**src/hdl/sle_pkg.sv**
```systemverilog
// Shared types and constants for the serial line editor.
package sle_pkg;

	localparam int LINE_DEPTH = 256;
	localparam int ADDR_W = $clog2(LINE_DEPTH);

	localparam logic [7:0] CH_CR = 8'd13;
	localparam logic [7:0] CH_LF = 8'd10;
	localparam logic [7:0] CH_BS = 8'd8;
	localparam logic [7:0] CH_DEL = 8'd127;
	localparam logic [7:0] CH_SP = 8'd32;
	localparam logic [7:0] PRINT_LO = 8'd32;
	localparam logic [7:0] PRINT_HI = 8'd126;

	localparam logic OP_RECEIVE = 1'b0;
	localparam logic OP_READ = 1'b1;
	localparam logic KIND_ECHO = 1'b0;
	localparam logic KIND_READ = 1'b1;

	localparam logic [8:0] CAP_MIN = 9'd2;
	localparam logic [8:0] CAP_MAX = 9'd256;

	typedef enum logic [1:0] {
		DESC_READ,
		DESC_NEWLINE,
		DESC_ERASE,
		DESC_CHAR
	} desc_code_t;

	// One accepted item's worth of results, expanded by the output stage.
	typedef struct packed {
		desc_code_t code;
		logic [7:0] data;
		logic done;
		logic [7:0] len;
	} desc_t;

endpackage

```
**src/hdl/serial_line_editor.sv**
```systemverilog
// Console line editor: an item is taken into a stage register, then expanded into its results.
// An item's first result passes the stage register, then the result register once that is
// free. Throughput: one item per cycle for reads and printable bytes while out_ready is high;
// line ends give two results and erases three, and the output register gives one result a
// cycle. Items with no result leave the stage register empty. Reset clears the fill count,
// the closed flag, the completed length and the pipeline; capacity returns to 256, the line
// store is not cleared.
module serial_line_editor (
	input logic clk,
	input logic arst_n,
	input logic cfg_valid,
	output logic cfg_ready,
	input logic [8:0] cfg_data,
	input logic in_valid,
	output logic in_ready,
	input logic operation,
	input logic [7:0] rx_byte,
	input logic [7:0] read_index,
	output logic out_valid,
	input logic out_ready,
	output logic result_kind,
	output logic [7:0] data_byte,
	output logic line_done,
	output logic [7:0] line_length,
	output logic last
);
	import sle_pkg::*;

	logic s1_valid;
	logic s1_take;
	desc_t s1_desc;

	assign cfg_ready = 1'b1;

	sle_edit u_edit (
		.clk(clk),
		.arst_n(arst_n),
		.cfg_valid(cfg_valid),
		.cfg_data(cfg_data),
		.in_valid(in_valid),
		.in_ready(in_ready),
		.operation(operation),
		.rx_byte(rx_byte),
		.read_index(read_index),
		.s1_valid(s1_valid),
		.s1_desc(s1_desc),
		.s1_take(s1_take)
	);

	sle_out u_out (
		.clk(clk),
		.arst_n(arst_n),
		.s1_valid(s1_valid),
		.s1_desc(s1_desc),
		.s1_take(s1_take),
		.out_valid(out_valid),
		.out_ready(out_ready),
		.result_kind(result_kind),
		.data_byte(data_byte),
		.line_done(line_done),
		.line_length(line_length),
		.last(last)
	);

endmodule

```
**src/hdl/sle_edit.sv**
```systemverilog
// Line state, line store and the first pipeline stage of the editor.
module sle_edit (
	input logic clk,
	input logic arst_n,
	input logic cfg_valid,
	input logic [8:0] cfg_data,
	input logic in_valid,
	output logic in_ready,
	input logic operation,
	input logic [7:0] rx_byte,
	input logic [7:0] read_index,
	output logic s1_valid,
	output sle_pkg::desc_t s1_desc,
	input logic s1_take
);
	import sle_pkg::*;

	logic [7:0] store_mem [LINE_DEPTH];
	logic [7:0] rdata_s1;
	logic hit_s1;
	desc_t desc_s1;
	logic valid_s1;

	logic [7:0] fill_q;
	logic [7:0] done_len_q;
	logic closed_q;
	logic [7:0] limit_q;

	logic accept;
	logic [7:0] cnt;
	logic [7:0] cnt_inc;
	logic is_nl;
	logic is_erase;
	logic is_print;
	logic store_en;
	logic has_result;
	logic [7:0] fill_d;
	logic [7:0] done_len_d;
	logic closed_d;
	desc_t desc_d;
	logic [8:0] cap_eff;

	assign in_ready = !valid_s1 || s1_take;
	assign accept = in_valid && in_ready;

	// A closed line is dropped by the next received byte before that byte is handled.
	assign cnt = closed_q ? 8'd0 : fill_q;
	assign is_nl = (rx_byte == CH_CR) || (rx_byte == CH_LF);
	assign is_erase = (rx_byte == CH_BS) || (rx_byte == CH_DEL);
	assign is_print = (rx_byte >= PRINT_LO) && (rx_byte <= PRINT_HI);
	assign store_en = accept && (operation == OP_RECEIVE) && is_print && (cnt < limit_q);
	assign cnt_inc = (cnt < limit_q) ? cnt + 8'd1 : cnt;

	always_comb begin
		fill_d = fill_q;
		done_len_d = done_len_q;
		closed_d = closed_q;
		has_result = 1'b0;
		desc_d.code = DESC_READ;
		desc_d.data = rx_byte;
		desc_d.done = 1'b0;
		desc_d.len = 8'd0;
		if (operation == OP_READ) begin
			has_result = 1'b1;
		end else begin
			fill_d = cnt;
			closed_d = 1'b0;
			if (is_nl) begin
				has_result = 1'b1;
				desc_d.code = DESC_NEWLINE;
				desc_d.done = 1'b1;
				desc_d.len = cnt;
				done_len_d = cnt;
				closed_d = 1'b1;
			end else if (is_erase) begin
				if (cnt != 8'd0) begin
					has_result = 1'b1;
					desc_d.code = DESC_ERASE;
					fill_d = cnt - 8'd1;
				end
			end else if (is_print) begin
				has_result = 1'b1;
				desc_d.code = DESC_CHAR;
				fill_d = cnt_inc;
				if (cnt_inc >= limit_q) begin
					desc_d.done = 1'b1;
					desc_d.len = cnt_inc;
					done_len_d = cnt_inc;
					closed_d = 1'b1;
				end
			end
		end
	end

	// Capacity is clamped once at write time and kept as the character limit.
	always_comb begin
		cap_eff = cfg_data;
		if (cfg_data < CAP_MIN) begin
			cap_eff = CAP_MIN;
		end else if (cfg_data > CAP_MAX) begin
			cap_eff = CAP_MAX;
		end
	end

	always_ff @(posedge clk or negedge arst_n) begin
		if (!arst_n) begin
			fill_q <= 8'd0;
			done_len_q <= 8'd0;
			closed_q <= 1'b0;
			limit_q <= 8'd255;
		end else begin
			if (cfg_valid) begin
				limit_q <= 8'(cap_eff - 9'd1);
			end
			if (accept) begin
				fill_q <= fill_d;
				done_len_q <= done_len_d;
				closed_q <= closed_d;
			end
		end
	end

	always_ff @(posedge clk or negedge arst_n) begin
		if (!arst_n) begin
			valid_s1 <= 1'b0;
		end else if (in_ready) begin
			valid_s1 <= accept && has_result;
		end
	end

	always_ff @(posedge clk) begin
		if (accept) begin
			desc_s1 <= desc_d;
			hit_s1 <= closed_q && (read_index < done_len_q);
		end
	end

	always_ff @(posedge clk) begin
		if (store_en) begin
			store_mem[cnt[ADDR_W-1:0]] <= rx_byte;
		end
	end

	always_ff @(posedge clk) begin
		if (accept && (operation == OP_READ)) begin
			rdata_s1 <= store_mem[read_index[ADDR_W-1:0]];
		end
	end

	always_comb begin
		s1_desc = desc_s1;
		if (desc_s1.code == DESC_READ) begin
			s1_desc.data = hit_s1 ? rdata_s1 : 8'd0;
		end
	end

	assign s1_valid = valid_s1;

endmodule

```
**src/hdl/sle_out.sv**
```systemverilog
// Result register that expands one item into its echo or read results.
module sle_out (
	input logic clk,
	input logic arst_n,
	input logic s1_valid,
	input sle_pkg::desc_t s1_desc,
	output logic s1_take,
	output logic out_valid,
	input logic out_ready,
	output logic result_kind,
	output logic [7:0] data_byte,
	output logic line_done,
	output logic [7:0] line_length,
	output logic last
);
	import sle_pkg::*;

	desc_t desc_q;
	logic [1:0] step_q;
	logic busy_q;
	logic finish;

	always_comb begin
		result_kind = KIND_ECHO;
		data_byte = desc_q.data;
		line_done = 1'b0;
		line_length = 8'd0;
		last = 1'b1;
		unique case (desc_q.code)
			DESC_READ: begin
				result_kind = KIND_READ;
			end
			DESC_NEWLINE: begin
				if (step_q == 2'd0) begin
					data_byte = CH_CR;
					last = 1'b0;
				end else begin
					data_byte = CH_LF;
					line_done = 1'b1;
					line_length = desc_q.len;
				end
			end
			DESC_ERASE: begin
				data_byte = (step_q == 2'd1) ? CH_SP : CH_BS;
				last = (step_q == 2'd2);
			end
			DESC_CHAR: begin
				line_done = desc_q.done;
				line_length = desc_q.len;
			end
			default: begin
				data_byte = desc_q.data;
			end
		endcase
	end

	assign out_valid = busy_q;
	assign finish = busy_q && out_ready && last;
	assign s1_take = s1_valid && (!busy_q || finish);

	always_ff @(posedge clk or negedge arst_n) begin
		if (!arst_n) begin
			busy_q <= 1'b0;
			step_q <= 2'd0;
		end else if (s1_take) begin
			busy_q <= 1'b1;
			step_q <= 2'd0;
		end else if (finish) begin
			busy_q <= 1'b0;
		end else if (busy_q && out_ready) begin
			step_q <= step_q + 2'd1;
		end
	end

	always_ff @(posedge clk) begin
		if (s1_take) begin
			desc_q <= s1_desc;
		end
	end

endmodule

```
**config.mk**
```make
export PLATFORM = sky130hd
export DESIGN_NAME = serial_line_editor
export DESIGN_NICKNAME = d
export VERILOG_FILES = /design/src/hdl/sle_pkg.sv /design/src/hdl/serial_line_editor.sv /design/src/hdl/sle_edit.sv /design/src/hdl/sle_out.sv
export SDC_FILE = /design/constraint.sdc
export NUM_CORES = 2
export LEC_CHECK = 0
export ABC_AREA = 1
export BUFFER_PORTS_ARGS = -buffer_cell sky130_fd_sc_hd__buf_2
export CAP_MARGIN = 20
export CORE_MARGIN = 3
export CORE_UTILIZATION = 60
export DETAILED_ROUTE_END_ITERATION = 10
export PLACE_DENSITY_LB_ADDON = 0.08
export SYNTH_ARGS = -nofsm -noshare
export SYNTH_HDL_FRONTEND = slang
export SYNTH_HIERARCHICAL = 1
export SYNTH_SLANG_ARGS = --single-unit
```
**constraint.sdc**
```tcl
create_clock -name clk -period 10.06 [get_ports clk]
set_clock_uncertainty 0.1 [all_clocks]
set_input_delay 0 -clock clk [delete_from_list [all_inputs] [get_ports clk]]
set_output_delay 0 -clock clk [all_outputs]
set_load 0.005 [all_outputs]
```
==> summary.txt <==
Worst setup path
  • Family with the most delay on the worst path: simple AND/OR/NAND/NOR gates
  • Data arrival time of the critical path: 6.34 ns
  • CP Cell Sequence: inv_1 > ha_1 > nand3_2 > nand2_1 > a21oi_2 > buf_8 > inv_1 > nand2_1 > nand2_1 > nor2_1 > clkinv_1 > nor2_8 > inv_4 > nor3_4 > nand2_4 > nor2_1
  • CP Max Fanout: 20
  • Crit start category: register
  • Critical path class: register to register
  • Worst path slowest cell: nor3_4
  • Crit-path most repeated cell: nand2_1
  • Slowest stage delay, CP: 0.68 ns
  • CP Capture Type: register
  • CP Data Required Time: 10.41 ns
  • WP buf/inv: 5

GRT
  • Largest net degree at the start of global routing: 236
  • Grt ovf: 0
  • GRT Total Usage: 32.0%
  • Initial antenna violation count: 10
  • Global-route wire length before repair: 356 mm
  • Vias in the first global route: 55838

STA
  • Min cycle time layout: 6.00 ns
  • Max-slew violations: 0
  • # setup viols final: 0
  • Final Hold Viols: 0
  • Worst slew margin: 18.9%
  • Final Worst Setup Slack: 4.06 ns
  • Tcrit/Tclk final: 59.6%
  • RSZ-0062 raised after global routing: no
  • Setup TNS: 0 ns
  • Least-Margin Pin Slew: 1.21 ns
  • Fmax: 167 MHz

Drt
  • Uppermost layer routed: met5
  • Drt initial violations: 8601
  • Via count: 59296
  • Antenna-violating nets left: 0
  • Met2 routed wirelength: 110 mm
  • Met3 Wirelength: 26.0 mm
  • Final WL: 243 mm
  • # DRC: 0
  • DR WL/cell: 25.5 um
  • Vias per cell: 6.23
  • Metal-1 WL: 94.8 mm
  • TritonRoute pass-1 iters: 6

Synthesis
  • Synth unique cells: 43
  • Synthesized net count: 7605
  • Main combinational cell family by area after synthesis: simple AND/OR/NAND/NOR gates
  • Register area share after synthesis: 72.9%
  • Synth Area in Adders: 0.473%
  • Proportion of synthesized area in mux cells: 0%
  • Synthesized area: 0.0873 mm2
  • Ys Warns: 6
  • Synth Area in XOR/XNOR: 0.0602%
  • Simple-gate share of the synthesized area: 23.4%
  • Yosys reg bits: 2124
  • Syn Inst Count: 7541
  • Compound-cell area share of the yosys netlist: 0.491%
  • Average size of a mapped cell: 11.6 um2

CTS
  • Post-CTS Setup Repair Bufs: 0
  • TritonCTS clock tree: yes
  • Hold Buf Count CTS: 54
  • Clock sinks: 2124
  • Clk root buf: clkbuf_16
  • Num CTS Buffers: 206
  • Clock slew at reported path FFs: 0.06 ns
  • Clock Tree Buf Depth: 3
  • H-Tree Depth: 4
  • CTS resizes: 0
  • Skew-Pair Late Insertion Delay: 0.83 ns

Place
  • DP Wirelength: 138 mm
  • Worst slack, placed: 3.66 ns
  • IO Port Bufs: 51
  • Cell count after placement: 9078
  • GP Congestion: 0.900

Power and ir drop
  • Pwr Density: 207 mW/mm2
  • Leak Pwr: 34.0 nW
  • Max VDD drop: 0.000258 V

Run
  • Maxcap violations: 0

Die
  • Core area: 0.144 mm2
  • Die H: 388 um
  • Full die area: 0.150 mm2
  • Row count: 139
  • Num ports: 53
  • Initial Util: 60.7%
  • Chip width: 388 um

Hold path
  • Hold Crit Class: input pin to register

Status
  • Status: finished, final reports clean

Layout
  • Area Growth Syn to Fin: 10.2%
  • Layout cells sized above 1: 6.59%
  • Fin util: 66.9%
  • Final #Nets: 7506
  • Cell Count, Final, Fillers Out: 9525
worst paths after layout:
check,to,startpoint,slack [ns],cells past startpoint
worst min register to register,u_out/desc_q[1]$_DFFE_PP_,u_edit/s1_desc[1]$_SDFFCE_PP0P_,0.33,0
min in group asynchronous,u_edit/limit_q[2]$_DFFE_PN1P_,arst_n,0.25,3
worst max-delay path,u_edit/store_mem[96][1]$_DFFE_PP_,u_out/desc_q[17]$_DFFE_PP_,4.06,16
max in group asynchronous,u_edit/done_len_q[5]$_DFFE_PN0P_,arst_n,8.70,5
worst max register to register,u_edit/store_mem[96][1]$_DFFE_PP_,u_out/desc_q[17]$_DFFE_PP_,4.06,16
worst min-delay path,u_edit/store_mem[226][4]$_DFFE_PP_,rx_byte[4],0.06,2
state kept, by name, summed over array words and instances, names as in the netlist:
register and cells:
u_edit/s1_valid 1, u_edit/limit_q 8, u_edit/fill_q 8, u_edit/store_mem 2048, u_edit/rdata_s1 8, u_out/out_valid 1, u_edit/hit_s1 1, u_edit/closed_q 1
u_out/step_q 2, u_out/desc_q 19, u_edit/done_len_q 8, u_edit/s1_desc 11, u_edit/desc_s1 8
layout by cell type (no fill, tap or decap), types with 3 or more instances in the layout:
master,n
clkinv_2,33
inv_8,3
clkbuf_16,208
nor2_1,293
nand2_4,7
bufinv_16,25
inv_1,97
dlygate4sd3_1,54
a21oi_1,23
inv_6,10
dfrtp_1,21
buf_12,11
nor3_1,19
nand3_1,2060
nand2_1,2256
nand4_1,6
clkinvlp_4,8
edfxtp_1,2095
diode_2,5
ha_1,33
o21ai_0,41
nor2_2,17
buf_8,12
inv_2,3
clkinv_1,54
a31oi_1,5
xor2_1,5
clkbuf_1,39
clkinv_8,4
buf_4,74
nand2_2,22
buf_2,41
dfstp_2,8
report_power, final:
part | leakage, nW | switching, W | internal (W) | total [W]
clock | 3.27 | 0.00323 | 0.00443 | 0.00766
combinational | 11.5 | 0.00181 | 0.000517 | 0.00232
sequential | 19.2 | 0.0000746 | 0.00986 | 0.00993
total | 34.0 | 0.00511 | 0.0148 | 0.0199
per-stage QoR:
stage / power [W] / hold WS (ns) / cell area (um2)
2_1_floorplan: 0.0112 / -0.396 / 87300
3_3_place_gp: 0.0123 / -0.0148 / 89000
3_5_place_dp: 0.0123 / -0.0122 / 89000
4_1_cts: 0.0199 / 0.0202 / 96200
5_1_grt: 0.0205 / 0.0636 / 96300
6_report: 0.0199 / 0.0622 / 96300
synthesized netlist by cell type (all sizes together):
master  instances  area [um2]
dfstp           8         210
o22ai           1        6.26
buf            90         445
a21o            1        7.51
o31ai           2        15.0
inv           105         397
nor4            2        12.5
o41ai           1        8.76
clkinv          1        3.75
edfxtp       2095       62900
a211o           1        8.76
nand4           6        37.5
nand3b          2        15.0
nor3           20         111
dfrtp          21         526
nand3        2062       10300
or2             2        12.5
a21oi          24         124
conb            1        3.75
clkbuf        411        1540
nand2        2285        8650
o21ai          41         205
o21a            1        7.51
ha             33         413
xnor2           1        8.76
a31oi           5        31.3
nor2          312        1240
xor2            5        43.8
o21bai          1        7.51
a22oi           1        7.51
cells by family after synthesis:
| logic type | count (synthesis) |
|---|---|
| buf+inv | 607 |
| flops | 2124 |
| fa+ha+maj | 33 |
| simple gates | 4691 |
| xor+xnor | 6 |
| compound gates | 79 |
| other cells | 1 |
metal layers:
metal,global-route usage [%],vias to the layer above
li1,-,26477
met1,45.1,28735
met2,48.9,3508
met3,6.39,568
met4,14.5,8
met5,0,-
final cells by class:
cell class,instances,area [um2]
multi-input combinational,4810,21400
tap,1903,2380
inverter,106,425
fill,10524,47700
antenna,5,12.5
sequential,2124,63600
timing repair buffer,194,1740
clock inverter,136,1380
clock buffer,247,5350
worst register-to-register path: stages, from the launching register on:
cell      delay [ns]
edfxtp_1        0.37
inv_1           0.08
ha_1            0.41
nand3_2         0.13
nand2_1         0.09
a21oi_2         0.23
buf_8           0.21
inv_1           0.06
nand2_1         0.10
nand2_1         0.13
nor2_1          0.59
clkinv_1        0.56
nor2_8          0.54
inv_4           0.34
nor3_4          0.70
nand2_4         0.38
nor2_1          0.60
Power figures use the tool's default switching activity.
